==> config.mk <==
export PLATFORM = sky130hd
export DESIGN_NAME = length_prefixed_record_ring_fifo
export DESIGN_NICKNAME = d
export VERILOG_FILES = /design/src/rtl/lprf_pkg.sv /design/src/rtl/lprf_front.sv /design/src/rtl/lprf_back.sv /design/src/rtl/length_prefixed_record_ring_fifo.sv
export SDC_FILE = /design/constraint.sdc
export NUM_CORES = 2
export LEC_CHECK = 0
export BUFFER_PORTS_ARGS = -buffer_cell sky130_fd_sc_hd__buf_2
export CORE_ASPECT_RATIO = 1.4
export CORE_MARGIN = 1
export CORE_UTILIZATION = 30
export CTS_BUF_LIST = sky130_fd_sc_hd__clkbuf_8
export DETAILED_ROUTE_END_ITERATION = 7
export GPL_TIMING_DRIVEN = 0
export PLACE_DENSITY = 0.43
export SETUP_SLACK_MARGIN = 0.05
export SYNTH_ARGS = -nofsm -noshare
export SYNTH_HDL_FRONTEND = slang
export SYNTH_SLANG_ARGS = --single-unit
==> constraint.sdc <==
create_clock -name clk -period 19 [get_ports clk]
set_clock_uncertainty 0.15 [all_clocks]
set_input_delay 0.95 -clock clk [delete_from_list [all_inputs] [get_ports clk]]
set_output_delay 0.95 -clock clk [all_outputs]
set_load 0.02 [all_outputs]
==> src/rtl/lprf_pkg.sv <==
package lprf_pkg;

    // request codes as they arrive on req_type
    localparam logic [2:0] REQ_PUSH_BEGIN = 3'd0;
    localparam logic [2:0] REQ_PUSH_BYTE  = 3'd1;
    localparam logic [2:0] REQ_POP        = 3'd2;
    localparam logic [2:0] REQ_PEEK       = 3'd3;
    localparam logic [2:0] REQ_CLEAR      = 3'd4;
    localparam logic [2:0] REQ_CHECK      = 3'd5;

    // result status codes
    localparam logic [1:0] STATUS_OK      = 2'd0;
    localparam logic [1:0] STATUS_NOSPACE = 2'd1;
    localparam logic [1:0] STATUS_EMPTY   = 2'd2;
    localparam logic [1:0] STATUS_DATA    = 2'd3;

    typedef enum logic [2:0] {
        OP_PUSH_BEGIN,
        OP_PUSH_BYTE,
        OP_POP,
        OP_PEEK,
        OP_CLEAR,
        OP_CHECK,
        OP_NOP
    } op_t;

    typedef enum logic [1:0] {
        BE_IDLE,
        BE_STREAM,
        BE_HDR
    } be_state_t;

    typedef struct packed {
        op_t        op;
        logic [6:0] len;
        logic [7:0] data;
        logic       len_ok;
    } cmd_t;

    typedef struct packed {
        logic [1:0] status;
        logic [7:0] out_byte;
        logic       last;
        logic [6:0] stored_len;
        logic       is_empty;
        logic [8:0] free_bytes;
        logic       fits;
    } res_t;

endpackage

==> src/rtl/lprf_front.sv <==
module lprf_front #(
    parameter int MAX_RECORD = 64
) (
    input  logic              clk,
    input  logic              rst_n,
    input  logic              in_valid,
    output logic              in_ready,
    input  logic [2:0]        req_type,
    input  logic [6:0]        length,
    input  logic [7:0]        data_byte,
    output logic              cmd_valid,
    input  logic              cmd_pop,
    output lprf_pkg::cmd_t    cmd
);

    lprf_pkg::cmd_t cmd_in;
    lprf_pkg::cmd_t q_reg [2];
    logic           wr_ptr_reg;
    logic           wr_ptr_next;
    logic           rd_ptr_reg;
    logic           rd_ptr_next;
    logic [1:0]     count_reg;
    logic [1:0]     count_next;
    logic           push;

    // classify the request
    always_comb
    begin
        cmd_in.len    = length;
        cmd_in.data   = data_byte;
        cmd_in.len_ok = (length <= 7'(MAX_RECORD));
        case (req_type)
            lprf_pkg::REQ_PUSH_BEGIN: cmd_in.op = lprf_pkg::OP_PUSH_BEGIN;
            lprf_pkg::REQ_PUSH_BYTE:  cmd_in.op = lprf_pkg::OP_PUSH_BYTE;
            lprf_pkg::REQ_POP:        cmd_in.op = lprf_pkg::OP_POP;
            lprf_pkg::REQ_PEEK:       cmd_in.op = lprf_pkg::OP_PEEK;
            lprf_pkg::REQ_CLEAR:      cmd_in.op = lprf_pkg::OP_CLEAR;
            lprf_pkg::REQ_CHECK:      cmd_in.op = lprf_pkg::OP_CHECK;
            default:                  cmd_in.op = lprf_pkg::OP_NOP;
        endcase
    end

    // two-entry command queue
    assign in_ready  = (count_reg != 2'd2);
    assign push      = in_valid && in_ready;
    assign cmd_valid = (count_reg != 2'd0);
    assign cmd       = q_reg[rd_ptr_reg];

    always_comb
    begin
        wr_ptr_next = push ? ~wr_ptr_reg : wr_ptr_reg;
        rd_ptr_next = cmd_pop ? ~rd_ptr_reg : rd_ptr_reg;
        case ({push, cmd_pop})
            2'b10:   count_next = count_reg + 2'd1;
            2'b01:   count_next = count_reg - 2'd1;
            default: count_next = count_reg;
        endcase
    end

    always_ff @(posedge clk)
    begin
        if (push)
        begin
            q_reg[wr_ptr_reg] <= cmd_in;
        end
    end

    always_ff @(posedge clk or negedge rst_n)
    begin
        if (!rst_n)
        begin
            wr_ptr_reg <= 1'b0;
            rd_ptr_reg <= 1'b0;
            count_reg  <= 2'd0;
        end
        else
        begin
            wr_ptr_reg <= wr_ptr_next;
            rd_ptr_reg <= rd_ptr_next;
            count_reg  <= count_next;
        end
    end

endmodule

==> src/rtl/lprf_back.sv <==
module lprf_back #(
    parameter int RING_BYTES = 256,
    parameter int MAX_RECORD = 64
) (
    input  logic              clk,
    input  logic              rst_n,
    input  logic              cmd_valid,
    input  lprf_pkg::cmd_t    cmd,
    output logic              cmd_pop,
    output logic              res_valid,
    input  logic              res_ready,
    output lprf_pkg::res_t    res
);

    localparam int AW = $clog2(RING_BYTES);
    localparam int FW = $clog2(RING_BYTES + 1);
    localparam int SW = ((FW > 8) ? FW : 8) + 1;
    localparam logic [SW-1:0] RING_S    = SW'(RING_BYTES);
    localparam logic [FW-1:0] RING_F    = FW'(RING_BYTES);
    localparam logic [AW-1:0] LAST_ADDR = AW'(RING_BYTES - 1);

    lprf_pkg::be_state_t state_reg;
    lprf_pkg::be_state_t state_next;

    logic [AW-1:0] head_reg;
    logic [AW-1:0] head_next;
    logic [AW-1:0] tail_reg;
    logic [AW-1:0] tail_next;
    logic [AW-1:0] ptr_reg;
    logic [AW-1:0] ptr_next;
    logic [FW-1:0] free_reg;
    logic [FW-1:0] free_next;
    logic [6:0]    push_rem_reg;
    logic [6:0]    push_rem_next;
    logic [6:0]    front_reg;
    logic [6:0]    front_next;
    logic [6:0]    stored_reg;
    logic [6:0]    stored_next;
    logic [6:0]    cnt_reg;
    logic [6:0]    cnt_next;
    logic          pop_mode_reg;
    logic          pop_mode_next;
    logic          res_valid_reg;
    lprf_pkg::res_t res_reg;
    lprf_pkg::res_t res_next;
    logic          res_load;

    logic [7:0]    ring_mem [RING_BYTES];
    logic [7:0]    rd_data_reg;
    logic          wr_en;
    logic [AW-1:0] wr_addr;
    logic [7:0]    wr_data;

    logic          slot_free;
    logic          empty;
    logic          empty_next;
    logic [SW-1:0] free_s;
    logic [SW-1:0] need_s;
    logic          ok;
    logic [6:0]    n;
    logic [SW-1:0] used_s;
    logic [SW-1:0] freed_s;
    logic [SW-1:0] sum_s;
    logic [SW-1:0] tail_s;
    logic [SW-1:0] rem_s;
    logic [SW-1:0] addr_s;
    logic [AW-1:0] head_inc;
    logic [AW-1:0] ptr_inc;
    logic [FW+8:0] free_ext;

    assign slot_free = !res_valid_reg || res_ready;
    assign empty     = (free_reg == RING_F);
    assign free_s    = SW'(free_reg);
    assign need_s    = SW'(cmd.len) + SW'(1);
    assign ok        = cmd.len_ok && (need_s <= free_s);
    assign used_s    = RING_S - free_s;
    assign head_inc  = (head_reg == LAST_ADDR) ? '0 : head_reg + AW'(1);
    assign ptr_inc   = (ptr_reg == LAST_ADDR) ? '0 : ptr_reg + AW'(1);
    assign tail_s    = SW'(tail_reg);
    assign rem_s     = SW'(push_rem_reg);

    // bytes to deliver for pop and peek
    always_comb
    begin
        n = (cmd.len < front_reg) ? cmd.len : front_reg;
        if (n > 7'(MAX_RECORD))
        begin
            n = 7'(MAX_RECORD);
        end
    end

    // bytes freed by a pop, capped to what is in use
    assign freed_s = ((SW'(front_reg) + SW'(1)) > used_s) ? used_s
                                                          : SW'(front_reg) + SW'(1);

    // push_byte address: tail minus outstanding bytes, modulo ring size
    assign addr_s = (tail_s >= rem_s) ? tail_s - rem_s : tail_s + RING_S - rem_s;

    always_comb
    begin
        state_next    = state_reg;
        head_next     = head_reg;
        tail_next     = tail_reg;
        ptr_next      = ptr_reg;
        free_next     = free_reg;
        push_rem_next = push_rem_reg;
        front_next    = front_reg;
        stored_next   = stored_reg;
        cnt_next      = cnt_reg;
        pop_mode_next = pop_mode_reg;
        cmd_pop       = 1'b0;
        res_load      = 1'b0;
        wr_en         = 1'b0;
        wr_addr       = tail_reg;
        wr_data       = {1'b0, cmd.len};
        sum_s         = '0;
        res_next      = res_reg;
        res_next.status   = lprf_pkg::STATUS_OK;
        res_next.out_byte = 8'd0;
        res_next.last     = 1'b1;
        res_next.fits     = 1'b0;
        res_next.stored_len = 7'd0;

        case (state_reg)
            lprf_pkg::BE_IDLE:
            begin
                if (cmd_valid && slot_free)
                begin
                    cmd_pop  = 1'b1;
                    res_load = 1'b1;
                    case (cmd.op)
                        lprf_pkg::OP_PUSH_BEGIN:
                        begin
                            if (ok)
                            begin
                                wr_en         = 1'b1;
                                sum_s         = tail_s + need_s;
                                if (sum_s >= RING_S)
                                begin
                                    sum_s = sum_s - RING_S;
                                end
                                tail_next     = sum_s[AW-1:0];
                                free_next     = free_reg - need_s[FW-1:0];
                                push_rem_next = cmd.len;
                                if (empty)
                                begin
                                    front_next = cmd.len;
                                end
                            end
                            else
                            begin
                                push_rem_next   = 7'd0;
                                res_next.status = lprf_pkg::STATUS_NOSPACE;
                            end
                        end
                        lprf_pkg::OP_PUSH_BYTE:
                        begin
                            if (push_rem_reg != 7'd0)
                            begin
                                wr_en         = 1'b1;
                                wr_addr       = addr_s[AW-1:0];
                                wr_data       = cmd.data;
                                push_rem_next = push_rem_reg - 7'd1;
                                if (addr_s[AW-1:0] == head_reg)
                                begin
                                    front_next = cmd.data[6:0];
                                end
                            end
                        end
                        lprf_pkg::OP_POP,
                        lprf_pkg::OP_PEEK:
                        begin
                            if (empty)
                            begin
                                res_next.status = lprf_pkg::STATUS_EMPTY;
                            end
                            else
                            begin
                                pop_mode_next = (cmd.op == lprf_pkg::OP_POP);
                                stored_next   = front_reg;
                                cnt_next      = n;
                                if (cmd.op == lprf_pkg::OP_POP)
                                begin
                                    sum_s = SW'(head_reg) + freed_s;
                                    if (sum_s >= RING_S)
                                    begin
                                        sum_s = sum_s - RING_S;
                                    end
                                    head_next = sum_s[AW-1:0];
                                    free_next = free_reg + freed_s[FW-1:0];
                                    if (free_next == RING_F)
                                    begin
                                        push_rem_next = 7'd0;
                                    end
                                end
                                if (n == 7'd0)
                                begin
                                    // nothing to deliver, reload header if a record is left
                                    if ((cmd.op == lprf_pkg::OP_POP) && (free_next != RING_F))
                                    begin
                                        state_next = lprf_pkg::BE_HDR;
                                        ptr_next   = head_next;
                                    end
                                end
                                else
                                begin
                                    res_load   = 1'b0;
                                    state_next = lprf_pkg::BE_STREAM;
                                    ptr_next   = head_inc;
                                end
                            end
                        end
                        lprf_pkg::OP_CLEAR:
                        begin
                            head_next     = '0;
                            tail_next     = '0;
                            free_next     = RING_F;
                            push_rem_next = 7'd0;
                        end
                        lprf_pkg::OP_CHECK:
                        begin
                            res_next.fits = ok;
                        end
                        default:
                        begin
                        end
                    endcase
                end
            end
            lprf_pkg::BE_STREAM:
            begin
                if (slot_free)
                begin
                    res_load          = 1'b1;
                    res_next.status   = lprf_pkg::STATUS_DATA;
                    res_next.out_byte = rd_data_reg;
                    res_next.last     = (cnt_reg == 7'd1);
                    cnt_next          = cnt_reg - 7'd1;
                    ptr_next          = ptr_inc;
                    if (cnt_reg == 7'd1)
                    begin
                        if (pop_mode_reg && !empty)
                        begin
                            state_next = lprf_pkg::BE_HDR;
                            ptr_next   = head_reg;
                        end
                        else
                        begin
                            state_next = lprf_pkg::BE_IDLE;
                        end
                    end
                end
            end
            lprf_pkg::BE_HDR:
            begin
                front_next = rd_data_reg[6:0];
                state_next = lprf_pkg::BE_IDLE;
            end
            default:
            begin
                state_next = lprf_pkg::BE_IDLE;
            end
        endcase

        // fields that report the state after the step
        empty_next          = (free_next == RING_F);
        free_ext            = {9'd0, free_next};
        res_next.is_empty   = empty_next;
        res_next.free_bytes = free_ext[8:0];
        if ((state_reg == lprf_pkg::BE_STREAM) ||
            (cmd.op == lprf_pkg::OP_POP) || (cmd.op == lprf_pkg::OP_PEEK))
        begin
            res_next.stored_len = empty ? 7'd0 : front_reg;
            if (state_reg == lprf_pkg::BE_STREAM)
            begin
                res_next.stored_len = stored_reg;
            end
        end
        else
        begin
            res_next.stored_len = empty_next ? 7'd0 : front_next;
        end
    end

    // ring memory, read data registered
    always_ff @(posedge clk)
    begin
        if (wr_en)
        begin
            ring_mem[wr_addr] <= wr_data;
        end
        rd_data_reg <= ring_mem[ptr_next];
    end

    always_ff @(posedge clk)
    begin
        if (res_load)
        begin
            res_reg <= res_next;
        end
        stored_reg <= stored_next;
        cnt_reg    <= cnt_next;
        ptr_reg    <= ptr_next;
    end

    always_ff @(posedge clk or negedge rst_n)
    begin
        if (!rst_n)
        begin
            state_reg     <= lprf_pkg::BE_IDLE;
            head_reg      <= '0;
            tail_reg      <= '0;
            free_reg      <= RING_F;
            push_rem_reg  <= 7'd0;
            front_reg     <= 7'd0;
            pop_mode_reg  <= 1'b0;
            res_valid_reg <= 1'b0;
        end
        else
        begin
            state_reg     <= state_next;
            head_reg      <= head_next;
            tail_reg      <= tail_next;
            free_reg      <= free_next;
            push_rem_reg  <= push_rem_next;
            front_reg     <= front_next;
            pop_mode_reg  <= pop_mode_next;
            if (res_load)
            begin
                res_valid_reg <= 1'b1;
            end
            else if (res_ready)
            begin
                res_valid_reg <= 1'b0;
            end
        end
    end

    assign res_valid = res_valid_reg;
    assign res       = res_reg;

endmodule

==> src/rtl/length_prefixed_record_ring_fifo.sv <==
// order: a single-result transaction passes the command queue, the back-end sequencer and
// the output register; the first byte of a pop or peek also passes the registered memory read
// throughput: one single-result transaction per cycle, set by the back-end sequencer,
// while the output register is free; a pop or peek holds the sequencer while its bytes
// stream, and a pop that leaves records behind also reloads the next header
// reset: head, tail and queue pointers zero, ring empty, command queue and output
// register empty; the ring memory itself is not cleared
module length_prefixed_record_ring_fifo #(
    parameter int RING_BYTES = 256,
    parameter int MAX_RECORD = 64
) (
    input  logic       clk,
    input  logic       rst_n,
    input  logic       in_valid,
    output logic       in_ready,
    input  logic [2:0] req_type,
    input  logic [6:0] length,
    input  logic [7:0] data_byte,
    output logic       out_valid,
    input  logic       out_ready,
    output logic [1:0] status,
    output logic [7:0] out_byte,
    output logic       last,
    output logic [6:0] stored_len,
    output logic       is_empty,
    output logic [8:0] free_bytes,
    output logic       fits
);

    // front end decodes the request and parks it in a two-deep command queue,
    // so new transactions keep arriving while the back end streams a record
    logic           cmd_valid;
    logic           cmd_pop;
    lprf_pkg::cmd_t cmd;
    lprf_pkg::res_t res;

    lprf_front #(
        .MAX_RECORD (MAX_RECORD)
    ) u_front (
        .clk       (clk),
        .rst_n     (rst_n),
        .in_valid  (in_valid),
        .in_ready  (in_ready),
        .req_type  (req_type),
        .length    (length),
        .data_byte (data_byte),
        .cmd_valid (cmd_valid),
        .cmd_pop   (cmd_pop),
        .cmd       (cmd)
    );

    // back end owns the ring memory, the pointers and the output register;
    // it keeps the front record's header in a register so every result can
    // report it without a memory read
    lprf_back #(
        .RING_BYTES (RING_BYTES),
        .MAX_RECORD (MAX_RECORD)
    ) u_back (
        .clk       (clk),
        .rst_n     (rst_n),
        .cmd_valid (cmd_valid),
        .cmd       (cmd),
        .cmd_pop   (cmd_pop),
        .res_valid (out_valid),
        .res_ready (out_ready),
        .res       (res)
    );

    assign status     = res.status;
    assign out_byte   = res.out_byte;
    assign last       = res.last;
    assign stored_len = res.stored_len;
    assign is_empty   = res.is_empty;
    assign free_bytes = res.free_bytes;
    assign fits       = res.fits;

`ifndef SYNTHESIS
    // an empty-queue answer is a single final transaction on an empty ring
    a_empty_status: assert property (@(posedge clk) disable iff (!rst_n)
        (out_valid && (status == lprf_pkg::STATUS_EMPTY)) |-> (is_empty && last))
        else $error("empty status without empty ring or last");

    // an empty ring reports all bytes free
    a_empty_free: assert property (@(posedge clk) disable iff (!rst_n)
        (out_valid && is_empty) |-> (free_bytes == 9'(RING_BYTES)))
        else $error("empty ring with wrong free count");

    // fits only on a check_space answer, which is a single ok transaction
    a_fits_ok: assert property (@(posedge clk) disable iff (!rst_n)
        (out_valid && fits) |-> ((status == lprf_pkg::STATUS_OK) && last))
        else $error("fits raised outside check_space answer");

    // record bytes stream without gaps once the consumer takes them
    a_stream_gapless: assert property (@(posedge clk) disable iff (!rst_n)
        (out_valid && out_ready && (status == lprf_pkg::STATUS_DATA) && !last)
        |=> (out_valid && (status == lprf_pkg::STATUS_DATA)))
        else $error("gap inside record byte stream");
`endif

endmodule
==> metrics.txt <==
share of flip-flops with an asynchronous set or reset after synthesis=2.14%; wire length on met1=205,000 um; gp weighted congestion=1.08; Total Routed Length=621,000 um; initial core utilization=30.2%; cell area after layout=0.107 sq mm; synthesis-stage register bit count=2,192; Setup violations, final=0; count of unique library cells instantiated by Yosys=92; critical path class=reg -> reg; Worst Reg-to-Reg Cells=30; total vias in the final route=72.2k; PortBufs=52; total routing resource utilization after global routing=39.8%; post-layout instance count excluding filler cells=11.6k; critical path depth in cells=30; Core Util, Final=35.6%; DIE HEIGHT=654 um; TritonCTS clock tree=yes; net count after synthesis=6,728; startpoint of the worst-slack reg-to-reg timing path=u_back.front_reg[0]$_DFF_PN0_; unrepaired setup endpoints after global routing=no; startpoint of the most critical setup path=u_back.front_reg[0]$_DFF_PN0_; syn avg cell area=13.7 sq um; WL met2=280,000 um; die area=0.306 sq mm; TritonCTS Sinks=2,192; post-detailed-placement cell area=0.100 sq mm; final global-route overflow total=0; maximum buffer depth of the clock tree=4; ratio of cells with drive above 1 in the final layout=14.8%; YS warnings=0; Post-CTS Resized=0; detailed-route DRC error count=0; Most used DFF post-synth=sky130_fd_sc_hd__edfxtp_1; buffer type at the clock tree root=sky130_fd_sc_hd__clkbuf_8; CP Launch Type=register; max reg flops=2,048; initial antenna violation count=119; CP max FO=10; amount of wire on met3 after detailed routing=62,600 um; critical path capture point=u_back.rd_data_reg[3]$_DFF_P_; number of enable-type register cells in the synthesized netlist=2,129; number of iterations in the first detailed-routing pass=7; number of cells after detailed placement=10.8k; final worst path period need=15.85 ns; worst slew pin tran=1.66 ns; growth of design area from synthesis to finish=17.8%; mapped cell area=0.0910 sq mm; Max-slew headroom=-10.8%; Critical Path AT=16.47 ns; kind of cell adding the most delay to the critical path=compound AO/OA/AOI/OAI gates; postcts setup bufs=0; worst skew pair latency=1.11 ns; routed length per instance=53.7 um; number of global-route vias before repair=65.8k; status=finished, violations left; top metal layer carrying routed signals=met5; Buf+Inv Stages, Crit Path=7; IO Count=53; Final Max Slew Viols=203; Core Area=0.301 sq mm; sequential element share of the synthesized area=71.9%; first-pass GRT wire length=761,000 um; dpl hpwl=447,000 um; DR vias/cell=6.23; reported max-cap violation count=27; Reg clk slew, reported paths=0.08 ns; worst flop-to-flop path endpoint=u_back.rd_data_reg[3]$_DFF_P_; Achievable Freq=0.0631 GHz; worst path required time=19.62 ns; setup slack of the most critical reg-to-reg path=3.15 ns; part of the cycle the worst path needs=83.4%; Gate Count Post-Synth=6,631; count of endpoints failing hold in the final timing report=0; failing checks=max-capacitance violations, max-slew violations; die width=467 um; violation count after the first detailed-routing iteration=12.0k; type of destination of the critical path=register; Post-layout nets=7,337; type of the worst min-delay path=in -> reg; total CTS buffers=365; most used cell along the critical path=sky130_fd_sc_hd__clkbuf_1; post-route ant nets=0; Slowest cell on crit path=sky130_fd_sc_hd__o41ai_1; maximum number of pins on one net before global-route repair=48; count of H-tree levels built during CTS=5; number of standard-cell rows in the floorplan=238; delay contributed by the slowest stage of the critical path=1.43 ns
per-stage QoR:
step                      setup slack [ns]  setup TNS (ns)  hold WS (ns)
after floorplan                       7.78               0         0.273
after global placement               -6.10        -9654.56         0.276
after detailed placement              4.29               0         0.281
after CTS                             4.25               0        0.0465
after global routing                  3.84               0         0.104
final                                 3.15               0        0.0989
cell usage after synthesis (72+ instances only):
master | number | share of area [%]
sky130_fd_sc_hd__clkbuf_1 | 170 | 0.70
sky130_fd_sc_hd__nor2_1 | 370 | 1.5
sky130_fd_sc_hd__o21ai_0 | 111 | 0.61
sky130_fd_sc_hd__nand2_1 | 1236 | 5.1
sky130_fd_sc_hd__mux2i_1 | 435 | 4.8
sky130_fd_sc_hd__edfxtp_1 | 2129 | 70
sky130_fd_sc_hd__nand3_1 | 312 | 1.7
sky130_fd_sc_hd__a32oi_1 | 89 | 0.86
sky130_fd_sc_hd__a21oi_1 | 366 | 2.0
sky130_fd_sc_hd__o22ai_1 | 126 | 0.87
sky130_fd_sc_hd__nand4_1 | 72 | 0.49
sky130_fd_sc_hd__a31oi_1 | 87 | 0.60
sky130_fd_sc_hd__buf_2 | 134 | 0.74
routing by layer:
layer / vias up / global-route usage [%]
li1: 26600 / -
met1: 37100 / 42.8
met2: 6408 / 61.6
met3: 2067 / 11.1
met4: 18 / 40.8
met5: - / 0
how the worst min path moves through the flow:
stage                                        startpoint                              to  slack [ns]  depth (start not counted)
after floorplan           u_back.front_reg[2]$_DFF_PN0_  u_back.stored_reg[2]$_DFFE_PP_        0.27                          0
after global placement    u_back.front_reg[2]$_DFF_PN0_  u_back.stored_reg[2]$_DFFE_PP_        0.28                          0
after detailed placement  u_back.front_reg[4]$_DFF_PN0_  u_back.stored_reg[4]$_DFFE_PP_        0.28                          0
after CTS                                   req_type[0]  u_front.q_reg[1][16]$_DFFE_PP_        0.05                          2
after global routing                        req_type[0]  u_front.q_reg[1][16]$_DFFE_PP_        0.10                          2
final                                       req_type[0]  u_front.q_reg[1][16]$_DFFE_PP_         0.1                          2
area by class of cell:
cell class | instances | area (sq um)
well taps | 3960 | 4950
inverters | 69 | 259
flip-flops and latches | 2192 | 65400
plain buffers | 408 | 2080
repair buffers | 242 | 3750
multi-input cells | 3962 | 23800
fillers | 29300 | 194000
clock buffers | 377 | 5190
diodes | 94 | 235
clock inverters | 272 | 1520
cell families after synthesis:
group | Yosys count | synth area share, %
multiplexers | 462 | 5.23
AND/OR/NAND/NOR | 2192 | 10.3
adder cells (fa/ha/maj) | 75 | 1.07
buffers and inverters | 477 | 2.42
flip-flops | 2192 | 71.9
AO/OA/AOI/OAI | 1166 | 8.44
XOR/XNOR | 67 | 0.660
timing repair:
item / 4_1_cts / 5_1_grt
endpoints found under the hold margin: 83 / 0
endpoints found under the setup margin: 0 / 0
hold buffers: 19 / 0
cells in the final DEF, fill, tap and decap left out, types with 27 or more instances in the layout:
cell type	count
sky130_fd_sc_hd__a2111oi_0	27
sky130_fd_sc_hd__a211oi_1	32
sky130_fd_sc_hd__a21oi_1	357
sky130_fd_sc_hd__a221oi_1	32
sky130_fd_sc_hd__a22oi_1	48
sky130_fd_sc_hd__a31oi_1	85
sky130_fd_sc_hd__a32oi_1	89
sky130_fd_sc_hd__and3_1	27
sky130_fd_sc_hd__buf_12	71
sky130_fd_sc_hd__buf_16	43
sky130_fd_sc_hd__buf_2	225
sky130_fd_sc_hd__buf_4	49
sky130_fd_sc_hd__buf_6	28
sky130_fd_sc_hd__buf_8	28
sky130_fd_sc_hd__clkbuf_1	96
sky130_fd_sc_hd__clkbuf_2	75
sky130_fd_sc_hd__clkbuf_8	378
sky130_fd_sc_hd__clkinv_1	89
sky130_fd_sc_hd__clkinv_2	40
sky130_fd_sc_hd__dfrtp_1	46
sky130_fd_sc_hd__diode_2	94
sky130_fd_sc_hd__edfxtp_1	2129
sky130_fd_sc_hd__ha_1	70
sky130_fd_sc_hd__inv_1	178
sky130_fd_sc_hd__mux2i_1	434
sky130_fd_sc_hd__nand2_1	1235
sky130_fd_sc_hd__nand3_1	312
sky130_fd_sc_hd__nand4_1	72
sky130_fd_sc_hd__nor2_1	307
sky130_fd_sc_hd__nor2_2	57
sky130_fd_sc_hd__nor3_1	39
sky130_fd_sc_hd__nor4_1	38
sky130_fd_sc_hd__o211ai_1	43
sky130_fd_sc_hd__o21ai_0	104
sky130_fd_sc_hd__o22ai_1	126
sky130_fd_sc_hd__xnor2_1	41
Power is left out: the tool's default activity adds up to more than one toggle a clock period on the data nets, which glitch-free logic cannot reach.
